===== src/uar_pkg.sv =====
package uar_pkg;

    localparam int ADDR_W  = 32;
    localparam int TASK_W  = 15;
    localparam int INDEX_W = 8;
    localparam int COUNT_W = 9;

    localparam int POOL_ENTRIES_DEF = 256;
    localparam int HASH_BITS_DEF    = 6;

    // depth of the queue between the classifier and the chain walker
    localparam int QUEUE_DEPTH = 2;

    localparam logic [ADDR_W-1:0] HASH_MULT = 32'h9e37_0001;

    typedef enum logic [1:0] {
        ST_IGNORED = 2'd0,
        ST_FOUND   = 2'd1,
        ST_ADDED   = 2'd2,
        ST_FULL    = 2'd3
    } t_status;

    typedef struct packed {
        t_status              status;
        logic [INDEX_W-1:0]   entry_index;
        logic [COUNT_W-1:0]   entry_count;
    } t_result;

endpackage


===== src/uar_front.sv =====
module uar_front #(
    parameter int HASH_BITS = uar_pkg::HASH_BITS_DEF
) (
    input  logic                                i_clk,
    input  logic                                i_rst_n,
    input  logic                                i_cfg_wr_en,
    input  logic [uar_pkg::TASK_W-1:0]          i_cfg_wr_data,
    input  logic                                i_push,
    output logic                                o_full,
    input  logic [uar_pkg::ADDR_W-1:0]          i_func_address,
    input  logic [uar_pkg::TASK_W-1:0]          i_task_id,
    input  logic                                i_hold,
    input  logic                                i_q_full,
    output logic                                o_q_push,
    output logic [uar_pkg::ADDR_W+HASH_BITS:0]  o_q_data
);
    import uar_pkg::*;

    logic [TASK_W-1:0] r_target;
    logic              r_f_valid;
    logic              n_f_valid;
    logic [ADDR_W-1:0] r_f_addr;
    logic              r_f_match;
    logic [ADDR_W-1:0] prod;
    logic              accept;

    assign o_full   = i_hold || (r_f_valid && i_q_full);
    assign accept   = i_push && !o_full;
    assign o_q_push = r_f_valid && !i_q_full;

    // only the low word of the product matters; bucket is its top bits
    assign prod     = r_f_addr * HASH_MULT;
    assign o_q_data = {r_f_match, r_f_addr, prod[ADDR_W-1 -: HASH_BITS]};

    always_comb begin
        priority if (accept) begin
            n_f_valid = 1'b1;
        end else if (o_q_push) begin
            n_f_valid = 1'b0;
        end else begin
            n_f_valid = r_f_valid;
        end
    end

    always_ff @(posedge i_clk) begin
        if (!i_rst_n) begin
            r_target  <= '0;
            r_f_valid <= 1'b0;
        end else begin
            if (i_cfg_wr_en) begin
                r_target <= i_cfg_wr_data;
            end
            r_f_valid <= n_f_valid;
        end
    end

    always_ff @(posedge i_clk) begin
        if (accept) begin
            r_f_addr  <= i_func_address;
            r_f_match <= (i_task_id == r_target);
        end
    end

endmodule


===== config.mk =====
export PLATFORM = sky130hd
export DESIGN_NAME = uar_front
export DESIGN_NICKNAME = d
export VERILOG_FILES = /design/src/uar_pkg.sv /design/src/uar_front.sv
export SDC_FILE = /design/constraint.sdc
export NUM_CORES = 1
export LEC_CHECK = 0
export BUFFER_PORTS_ARGS = -buffer_cell sky130_fd_sc_hd__buf_2
export CAP_MARGIN = 30
export CORE_MARGIN = 5
export CORE_UTILIZATION = 51
export DETAILED_ROUTE_END_ITERATION = 12
export PLACE_DENSITY = 0.82
export SYNTH_ARGS = -nofsm -noshare
export SYNTH_HDL_FRONTEND = slang
export SYNTH_SLANG_ARGS = --single-unit
export TNS_END_PERCENT = 30

===== constraint.sdc =====
create_clock -name i_clk -period 5.86 [get_ports i_clk]
set_input_delay 0.879 -clock i_clk [delete_from_list [all_inputs] [get_ports i_clk]]
set_output_delay 0.879 -clock i_clk [all_outputs]
set_load 0.05 [all_outputs]

Word level (Yosys, flattened, before mapping):

Index checks and enable logic that the tools add are counted.

* bits in registers: 49
* latch bits: 0
* memory bits (writable): 0
* bits in read-only memories: 0
* output and inout bits: 41
* logic and storage cells: 15
* memories kept: 0

* add/sub/neg operators: 0
* $mul: 1
* divide/modulo/power cells: 0
* magnitude comparators: 0
* equal/unequal tests: 1
* shift-type cells: 0
* mux-type cells: 2
* bitwise logic cells: 0
* reductions and logical operators: 7

Operator list (number)
* $mul A32 B32 Y32 const B: 1
* $eq A15 B15 Y1: 1
* $logic_and A1 B1 Y1: 3
* $logic_not A1 Y1: 2
* $mux W1: 2
* $reduce_bool A2 Y1: 1
* $logic_or A1 B1 Y1: 1

Logic depth before layout (Yosys ltp):

* word-level depth: 5
* mapped depth: 21
* gate-level depth less buffers: 21

Least setup slack after synthesis:

Ideal clock, no wire load.

* kind: reg-to-output
* from: register r_f_addr[8]
* to: output o_q_data[5] (netlist bit)
* arrival: 6.073 ns
* required time: 4.981 ns
* slack: -1.092 ns
* stages on the path, launching flop included: 17
* path buffers: 0
* cell sequence: edfxtp_1 -> ha_1 -> inv_1 -> fa_1 -> fa_1 -> fa_1 -> fa_1 -> fa_1 -> inv_1 -> fa_1 -> ha_1 -> ha_1 -> nor2b_1 -> or3_1 -> a21o_1 -> o221ai_1 -> xnor2_1

* longest elaborated chain between the ends: 1

RTL lines
* from (decl): RTL line uar_front.sv:22 `logic [ADDR_W-1:0] r_f_addr;`
* from (signal assigned): RTL line uar_front.sv:59 `r_f_addr <= i_func_address;`
* $mul A32 B32 Y32: RTL line uar_front.sv:32 `assign prod = r_f_addr * HASH_MULT;`
* to (decl): RTL line uar_front.sv:15 `output logic [uar_pkg::ADDR_W+HASH_BITS:0] o_q_data`

No other way between the ends.

Worst setup path in the final report:

* from: register r_f_addr[7]
* to: output o_q_data[5] (netlist bit)

The elaborated chain is that of the path after synthesis.

==> results.json <==
{
  "fmax_mhz": 151.9,
  "initial_core_util": 0.5258,
  "met2_length_mm": 6.272,
  "timing.final.crit_period_ns": 6.585,
  "finClkSkew_ns": 0.006286,
  "synth_top_family_by_area": "adder cells",
  "layout-drive-gt1-share": 0.3940,
  "met3_wirelength_um": 508,
  "wl_per_cell_um": 15.86,
  "drt_first_iter_violations": 101,
  "synth-compound-area-share": 0.02832,
  "ys_async_sr_fraction": 0,
  "synth_edf_count": 33,
  "n_antenna_cell": 0,
  "clkLatencyLatePin_ns": 0.31,
  "seq_area_um2": 1311,
  "dr_total_vias": 3555,
  "whs_ns": 0.5421,
  "outcome": "finished with violations",
  "synth-simple-area-share": 0.04184,
  "grt_max_degree": 35,
  "globalRouteTotalUtil": 0.2020,
  "critPathMaxFanout": 3,
  "critPathKind": "reg2out",
  "yosysSeqAreaShare": 0.2673,
  "crit_path_end_kind": "primary output",
  "finish.net_count": 824,
  "synth_xor_area_frac": 0.08750,
  "ys.flop_type": "edfxtp_1",
  "hp-class": "reg2reg",
  "setup_viol": 6,
  "fp.dieH_um": 108.1,
  "synthMuxAreaShare": 0.03061,
  "synth-adder-area-share": 0.4653,
  "clock_sinks": 49,
  "clockRootBuffer": "clkbuf_8",
  "rsz0062_at_grt": "true",
  "gp_congestion": 0.9260,
  "multiInputGateArea_um2": 3618,
  "slew_violations": 0,
  "synth_seq_cells": 49,
  "worstMarginPinSlew_ns": 0.8605,
  "synth_cell_types": 28,
  "drc": 0,
  "dp.cells": 708,
  "worstPathRequired_ns": 4.98,
  "io_pins": 109,
  "final.period_utilization": 1.124,
  "postSynthCellCount": 422,
  "final_core_util": 0.7151,
  "maxCapViolations": 0,
  "grt_pass1_vias": 3971,
  "row_count": 35,
  "numCtsBuffers": 5,
  "hold_violations": 0,
  "area_growth_pct": 35.99,
  "grt_pass1_wl_mm": 18.44,
  "clk_pin_slew_worst_paths_ns": 0.11,
  "cts_tree": "yes",
  "yosysWarnings": 0,
  "dr.max_layer_used": "met4",
  "n_fill_cell": 671,
  "slew_headroom": 0.4264,
  "start_kind": "flip-flop",
  "design_area_um2": 6670,
  "wl_met1_mm": 4.736,
  "h-tree-depth": 2,
  "port_buffers": 108,
  "placed_area_um2": 6282,
  "fin_ws_ns": -0.7246,
  "violations": "negative setup slack",
  "viasPerCell": 4.850,
  "clock_path_buffers": 2,
  "die_w_um": 108.1,
  "fin_cells": 733,
  "wl_mm": 11.63,
  "cp_data_arrival_time_ns": 5.71,
  "grt-ovfl-total": 0,
  "hpwlAfterDp_mm": 9.664,
  "syn_area_um2": 4905,
  "synth.avg_cell_area_um2": 11.62,
  "ant_nets": 0,
  "antenna_found_initial": 0,
  "synthesis.nets": 643,
  "rrSetupSlack_ns": 4.25,
  "firstDrtPassIters": 4,
  "fp.coreArea_um2": 9328,
  "fp.dieArea_um2": 11680
}
-- registers in the layout, indices dropped and copies added, names as in the netlist --
| signal | flops |
|---|---|
| r_f_match | 1 |
| r_f_valid | 1 |
| r_f_addr | 32 |
| r_target | 15 |
-- area by class of cell --
| type | instances | area share |
|---|---|---|
| tap | 129 | 0.02420 |
| sequential | 49 | 0.1966 |
| inverter | 98 | 0.05515 |
| multi-input combinational | 271 | 0.5425 |
| timing repair buffer | 178 | 0.1677 |
| clock inverter | 3 | 0.003564 |
| clock buffer | 5 | 0.01032 |
-- layout by cell type (no fill, tap or decap), types with 2 or more instances in the layout --
cell type and instances:
nor2_1 2, ha_2 3, mux2i_1 15, nor2b_1 17, xnor2_1 35, buf_2 102, nand4_1 5, fa_2 2
o21a_1 2, inv_2 7, buf_4 66, inv_1 91, xor2_1 7, xnor2_2 3, ha_1 84, ha_4 17
xnor2_4 3, inv_4 2, a21oi_1 3, and2_2 2, clkbuf_8 5, dfxtp_1 16, buf_6 10, a21oi_4 3
fa_1 47, a21o_1 5, edfxtp_1 33
-- through the flow --
stage	setup TNS, ns	setup WS [ns]
floorplan	-2.127	-0.4271
global route	-4.194	-0.8741
CTS	-2.891	-0.7401
finish	-3.131	-0.7246
detailed placement	-1.686	-0.5589
global placement	-1.345	-0.5267
-- critical path: stages, from the launching register on --
cell	delay [ns]
edfxtp_1	0.51
buf_6	0.17
ha_4	0.24
fa_1	0.50
ha_2	0.18
inv_1	0.06
fa_1	0.52
inv_1	0.05
fa_1	0.45
fa_1	0.50
inv_1	0.05
fa_1	0.49
inv_2	0.05
ha_4	0.27
ha_4	0.20
a21oi_4	0.13
nor2b_4	0.05
or3_4	0.35
a21o_1	0.20
o221ai_4	0.10
xnor2_4	0.15
buf_6	0.17
-- worst paths after layout --
kind	from	endpoint	cells past startpoint
min	r_target[5]	r_target[5]	2
max	r_f_addr[7]	o_q_data[5]	21
min reg2reg	r_target[5]	r_target[5]	2
max reg2reg	r_f_valid	r_f_addr[6]	2
-- routing by layer --
metal	GRT usage	vias to the layer above
li1	-	1726
met1	0.2441	1730
met2	0.3863	91
met3	0.03045	8
met4	0.02885	0
met5	0	-
-- repair_timing --
action | CTS | global route
setup buffers | 4 | 13
gates resized for setup | 20 | 15
hold buffers | 0 | 0
pin swaps | 6 | 21
endpoints found under the setup margin | 6 | 6
-- synth_stat cells (3+ instances only) --
cell      count  area, um^2
and2_1        3       18.77
a21o_1        5       37.54
xnor2_1      41       359.1
nand4_1       5       31.28
edfxtp_1     33       991.0
inv_1        98       367.9
nor2b_1      18       112.6
mux2i_1      15       150.1
dfxtp_1      16       320.3
fa_1         49       980.9
ha_1        104        1301
xor2_1        8       70.07
a21oi_1       7       35.03
-- logic make-up (layout without fill, tap and decap cells) --
| group | count (synthesis) | count (layout) |
|---|---|---|
| multiplexers | 15 | 15 |
| AO/OA/AOI/OAI | 20 | 20 |
| flip-flops | 49 | 49 |
| AND/OR/NAND/NOR | 34 | 34 |
| adder cells (fa/ha/maj) | 153 | 153 |
| buffers and inverters | 102 | 284 |
| XOR/XNOR | 49 | 49 |
Power is not shown: default switching activity piles up to over one toggle a cycle in this logic, so the estimate is an artifact.
