[src/uar_pkg.sv]
package uar_pkg;

    localparam int ADDR_W  = 32;
    localparam int TASK_W  = 15;
    localparam int INDEX_W = 8;
    localparam int COUNT_W = 9;

    localparam int POOL_ENTRIES_DEF = 256;
    localparam int HASH_BITS_DEF    = 6;

    // depth of the queue between the classifier and the chain walker
    localparam int QUEUE_DEPTH = 2;

    localparam logic [ADDR_W-1:0] HASH_MULT = 32'h9e37_0001;

    typedef enum logic [1:0] {
        ST_IGNORED = 2'd0,
        ST_FOUND   = 2'd1,
        ST_ADDED   = 2'd2,
        ST_FULL    = 2'd3
    } t_status;

    typedef struct packed {
        t_status              status;
        logic [INDEX_W-1:0]   entry_index;
        logic [COUNT_W-1:0]   entry_count;
    } t_result;

endpackage

[src/uar_queue.sv]
module uar_queue #(
    parameter int W = uar_pkg::ADDR_W + 1 + uar_pkg::HASH_BITS_DEF
) (
    input  logic         i_clk,
    input  logic         i_rst_n,
    input  logic         i_push,
    input  logic [W-1:0] i_data,
    output logic         o_full,
    input  logic         i_pop,
    output logic [W-1:0] o_data,
    output logic         o_empty
);
    import uar_pkg::*;

    localparam int PW   = (QUEUE_DEPTH > 1) ? $clog2(QUEUE_DEPTH) : 1;
    localparam int CNTW = $clog2(QUEUE_DEPTH + 1);

    logic [W-1:0]    r_mem [QUEUE_DEPTH];
    logic [PW-1:0]   r_wr;
    logic [PW-1:0]   n_wr;
    logic [PW-1:0]   r_rd;
    logic [PW-1:0]   n_rd;
    logic [CNTW-1:0] r_cnt;
    logic [CNTW-1:0] n_cnt;
    logic            push_ok;
    logic            pop_ok;

    assign o_full  = (r_cnt == CNTW'(QUEUE_DEPTH));
    assign o_empty = (r_cnt == '0);
    assign o_data  = r_mem[r_rd];
    assign push_ok = i_push && !o_full;
    assign pop_ok  = i_pop && !o_empty;

    always_comb begin
        n_wr  = r_wr;
        n_rd  = r_rd;
        n_cnt = r_cnt;
        if (push_ok) begin
            n_wr = (r_wr == PW'(QUEUE_DEPTH - 1)) ? '0 : r_wr + 1'b1;
        end
        if (pop_ok) begin
            n_rd = (r_rd == PW'(QUEUE_DEPTH - 1)) ? '0 : r_rd + 1'b1;
        end
        unique case ({push_ok, pop_ok})
            2'b10:   n_cnt = r_cnt + 1'b1;
            2'b01:   n_cnt = r_cnt - 1'b1;
            default: n_cnt = r_cnt;
        endcase
    end

    always_ff @(posedge i_clk) begin
        if (!i_rst_n) begin
            r_wr  <= '0;
            r_rd  <= '0;
            r_cnt <= '0;
        end else begin
            r_wr  <= n_wr;
            r_rd  <= n_rd;
            r_cnt <= n_cnt;
        end
    end

    always_ff @(posedge i_clk) begin
        if (push_ok) begin
            r_mem[r_wr] <= i_data;
        end
    end

endmodule

[config.mk]
export PLATFORM = sky130hd
export DESIGN_NAME = uar_queue
export DESIGN_NICKNAME = d
export VERILOG_FILES = /design/src/uar_pkg.sv /design/src/uar_queue.sv
export SDC_FILE = /design/constraint.sdc
export NUM_CORES = 1
export LEC_CHECK = 0
export BUFFER_PORTS_ARGS = -buffer_cell sky130_fd_sc_hd__buf_4
export CAP_MARGIN = 20
export CORE_ASPECT_RATIO = 0.5
export CORE_MARGIN = 1.5
export CORE_UTILIZATION = 50
export CTS_CLUSTER_DIAMETER = 150
export CTS_CLUSTER_SIZE = 14
export DETAILED_ROUTE_END_ITERATION = 10
export PLACE_DENSITY = 0.78
export SLEW_MARGIN = 10
export SYNTH_ARGS = -nofsm -noshare
export SYNTH_HDL_FRONTEND = slang
export SYNTH_SLANG_ARGS = --single-unit
[constraint.sdc]
create_clock -name i_clk -period 3.3 [get_ports i_clk]
set_input_delay 0.165 -clock i_clk [delete_from_list [all_inputs] [get_ports i_clk]]
set_output_delay 0.165 -clock i_clk [all_outputs]
set_load 0.02 [all_outputs]
# --- Word level (Yosys, flattened, before mapping) ---
# Memories as Yosys holds them, arrays and structs flattened. A register that Yosys moved wholly into a read port is not among the register bits.
# Index checks and enable logic that the tools add are counted.
op_classes:
  reduce_logical: 6
  add_sub_neg: 4
  n_eq_ne: 3
  mux: 7
ops:
  columns: ["op", "n"]
  rows:
  - ["2-to-1 mux 1 bit", 6]
  - ["equality test 2 bit, second input constant", 2]
  - ["one-hot mux 2 bit (2 select lines)", 1]
  - ["adder 1 bit, second input constant", 2]
  - ["adder 2 x 1 -> 2 bit, second input constant", 1]
  - ["equality test 2 x 1 -> 1 bit, second input constant", 1]
  - ["logical AND 1 bit", 2]
  - ["zero test 1 bit", 2]
  - ["zero test 2 bit", 1]
  - ["nonzero test 2 bit", 1]
  - ["subtractor 2 x 1 -> 2 bit, second input constant", 1]
totals:
  word_cells: 24
  out_inout_bits: 41
  ram_bits: 78
  register_bits: 4
  memories: 1
  input_bits: 43
mem_list:
  columns: ["memory", "words", "word_bits", "read_ports", "rd_clocked_by_memory_dff", "write_ports", "line_no", "rtl"]
  rows:
  - ["r_mem", 2, 39, 1, 1, 1, "uar_queue.sv:18", "logic [W-1:0] r_mem [QUEUE_DEPTH];"]

# --- Logic depth before layout (Yosys ltp) ---
logic_depth:
  depth_word: 5
  depth_mapped: 6
  depth_no_buf: 6

# --- Worst setup path before layout ---
# Ideal clock, no wire load.
synth_timing:
  path_type: "register to register"
  startpoint: "reg r_cnt[0]"
  endpoint: "mem r_mem[0][0] in the netlist's numbering, enable pin"
  stages_incl_launch_ff: 5
  n_path_buf: 0
  setup_ps: 394
  arrival_ps: 1716
  setup_slack_ps: 1190
  t_required_ps: 2906
  synth_period_minus_slack_ps: 2110
  cell_sequence: "dfxtp_1 > nand2b_2 > inv_2 > or3_1 > inv_1"
synth_between:
  elab_chain_cells: 5
synth_lines:
  columns: ["item", "line_no", "rtl"]
  rows:
  - ["start: declaration", "uar_queue.sv:23", "logic [CNTW-1:0] r_cnt;"]
  - ["start signal: assignment", "uar_queue.sv:59", "r_cnt <= n_cnt;"]
  - ["equality test 2 bit", "uar_queue.sv:28", "assign o_full = (r_cnt == CNTW'(QUEUE_DEPTH));"]
  - ["via o_full", "uar_queue.sv:8", "output logic o_full,"]
  - ["zero test 1 bit", "uar_queue.sv:31", "assign push_ok = i_push && !o_full;"]
  - ["logical AND 1 bit", "uar_queue.sv:31", null]
  - ["2-to-1 mux 1 bit", "uar_queue.sv:64", "if (push_ok) begin"]
  - ["2-to-1 mux 1 bit (not written as such)", "uar_queue.sv:65", "r_mem[r_wr] <= i_data;"]
  - ["end: declaration", "uar_queue.sv:18", null]
# The timed path passes the listed nets, and every way through them passes these cells.

==> results.py <==
metrics = {
    "timing": {
        "finalCriticalPeriod_ns": 2.03,
        "drv_slew": 0,
        "finalSetupViolCount": 0,
        "fin_tns_setup_ns": 0,
        "worstMarginPinSlew_ns": 0.932,
        "period_share_pct": 61.4,
        "hold_viol": 0,
        "fmax_mhz": 494,
        "slew_headroom_pct": 37.9,
        "whs_ns": 0.0219,
        "rsz0062_at_grt": "no",
        "setup_slack_ns": 1.27,
        "fin_worst_skew_ns": 0.00348,
    },
    "place": {
        "place_ws_ns": 1.48,
        "port_buffers": 83,
        "hpwl_mm": 3.31,
        "placed_area_mm2": 0.00374,
        "globalplace.congestion": 0.701,
        "dp.cells": 300,
    },
    "pwr": {
        "p_clk_share_pct": 32.7,
        "vdd_drop_max_uv": 655,
        "p_int_w": 0.00262,
        "pwr-share-seq_pct": 40.5,
        "combPwrFrac_pct": 26.8,
        "leakage_nw": 1.55,
        "switching_share_pct": 26.9,
        "p_sw_w": 0.000964,
        "p_per_area_mw_per_mm2": 875,
    },
    "min_path": {
        "hold_path.class": "input port to register",
        "whs_path_depth": 1,
    },
    "synthesis": {
        "synth_nets": 191,
        "seq_area_frac_synth_pct": 80.3,
        "ys.flop_type": "edfxtp_1",
        "synth_area_mm2": 0.00304,
        "synth_top_cells_by_count": "edfxtp_1, mux2_2, dfxtp_1",
        "yosys.area.top_type_share_pct": 77.0,
        "synthArstFlopShare_pct": 0,
        "yosysMostFrequentCell": "edfxtp_1",
        "synth_top_cell_by_area": "edfxtp_1",
        "ys_warn_count": 0,
        "syn_avg_cell_area_um2": 20.7,
        "synthDistinctLibCells": 19,
        "synth_edf_count": 78,
        "ys_ff_latch": 83,
        "synthTopCellsByArea": "edfxtp_1, mux2_2, dfxtp_1, xnor2_1, buf_2",
        "netlist_instances": 147,
    },
    "clocking": {
        "clock-sinks": 83,
        "clk_pin_slew_ns": 0.06,
        "clock-root-buffer": "clkbuf_16",
        "cts_hold_buf": 0,
        "insertion_delay_ns": 0.32,
        "cts_tree": "built",
        "cts_resized": 0,
        "h-tree-depth": 3,
        "ctsLongestPathBuffers": 2,
        "cts_made_buffers": 9,
        "post-cts-setup-buffers": 0,
    },
    "critical_path": {
        "crit_path_start_kind": "register",
        "critical_path_class": "register to output port",
        "worst-path-max-fanout": 39,
        "cp.required_ns": 3.13,
        "reg2reg_depth": 5,
        "arrival_ns": 1.86,
        "critPathCaptureType": "output port",
    },
    "die": {
        "core_area_mm2": 0.00568,
        "dieWidth_um": 113,
        "die_h_um": 58.1,
        "pin_count": 84,
        "start_util_pct": 53.5,
        "rows": 19,
        "dieArea_mm2": 0.00659,
    },
    "finish": {
        "final_area_mm2": 0.00410,
        "multi_input_area_um2": 566,
        "diodes": 0,
        "num-fill-cells": 329,
        "syn2layout_area_growth_pct": 34.7,
        "final_nets": 282,
        "stdcell_count": 315,
        "seq_area_mm2": 0.00244,
        "drive_gt1_share_pct": 58.3,
    },
    "global_routing": {
        "grt_pass1_wl_mm": 7.95,
        "antenna_found_initial": 0,
        "grt_pass1_vias": 1621,
        "grt_max_degree": 40,
        "grt-ovfl-total": 0,
        "grt.total_usage_pct": 16.9,
    },
    "route": {
        "routed-via-count": 1576,
        "vias_per_cell": 5.00,
        "ant_nets": 0,
        "drc": 0,
        "first_iter_violations": 73,
        "drtPass1Iterations": 6,
        "wl_mm": 5.33,
        "routedWlPerCell_um": 16.9,
    },
    "run": {
        "drv_cap": 0,
    },
    "status": {
        "status": "complete, no violations",
    },
}
==> area by class of cell <==
type,count,share of cell area [%]
Sequential cell,83,59.7
Timing Repair Buffer,84,15.4
Multi-Input combinational cell,57,13.8
Clock buffer,9,5.50
Clock inverter,6,3.15
Tap cell,73,2.23
Inverter,3,0.275
==> stage by stage <==
stage / util (%) / power [W]
3_5_place_dp: 65.9 / 0.00244
5_1_grt: 72.1 / 0.00372
3_3_place_gp: 65.9 / 0.00241
4_1_cts: 72.1 / 0.00361
6_report: 72.1 / 0.00358
2_1_floorplan: - / 0.00204
==> flip-flops by register name (all words and copies together) (netlist names), named ones only <==
name,cells
r_cnt,2
r_mem,78
r_wr,1
r_rd,1
==> kinds of logic after synthesis <==
| group | count (synthesis) | share of synthesized area, % |
|---|---|---|
| AO/OA/AOI/OAI | 5 | 1.07 |
| XOR/XNOR | 3 | 0.864 |
| adder cells (fa/ha/maj) | 1 | 0.411 |
| buffers and inverters | 7 | 1.11 |
| flip-flops | 83 | 80.3 |
| multiplexers | 39 | 14.4 |
| AND/OR/NAND/NOR | 9 | 1.77 |
==> final timing paths <==
path	slack, ns	from	to
max	1.27	register	o_data[8]
min	0.02	i_data[1]	r_mem[1][1]
max reg2reg	1.46	r_cnt[0]	r_mem[0][14]
min reg2reg	0.51	r_wr	r_wr
==> worst max-delay path, cell delays in order (launching register included) <==
cell and delay (ns):
dfxtp_2 0.92, mux2_2 0.44, buf_4 0.16
==> power groups by stage <==
stage	Combinational (W)	Clock [W]	Sequential, W
final	0.000960	0.00117	0.00145
after global routing	0.00102	0.00123	0.00147
after global placement	0.000947	0	0.00146
after detailed placement	0.000961	0	0.00147
after floorplan	0.000652	0	0.00139
after CTS	0.000970	0.00118	0.00145
==> cell usage in the layout, fill, tap and decap left out, types with 3 or more instances in the layout <==
master,synthesis,layout
buf_4,1,84
edfxtp_1,78,78
mux2_2,39,39
clkbuf_16,0,9
bufinv_16,0,4
dfxtp_1,5,4
xnor2_1,3,3
==> routing by layer <==
| metal | share of wire [%] | up-vias | global-route usage, % |
|---|---|---|---|
| li1 | - | 753 | - |
| met1 | 39 | 778 | 18.2 |
| met2 | 54 | 37 | 30.9 |
| met3 | 4.8 | 8 | 5.54 |
| met4 | 1.6 | 0 | 7.86 |
| met5 | 0 | - | 0 |
(Power assumes the default switching activity.)
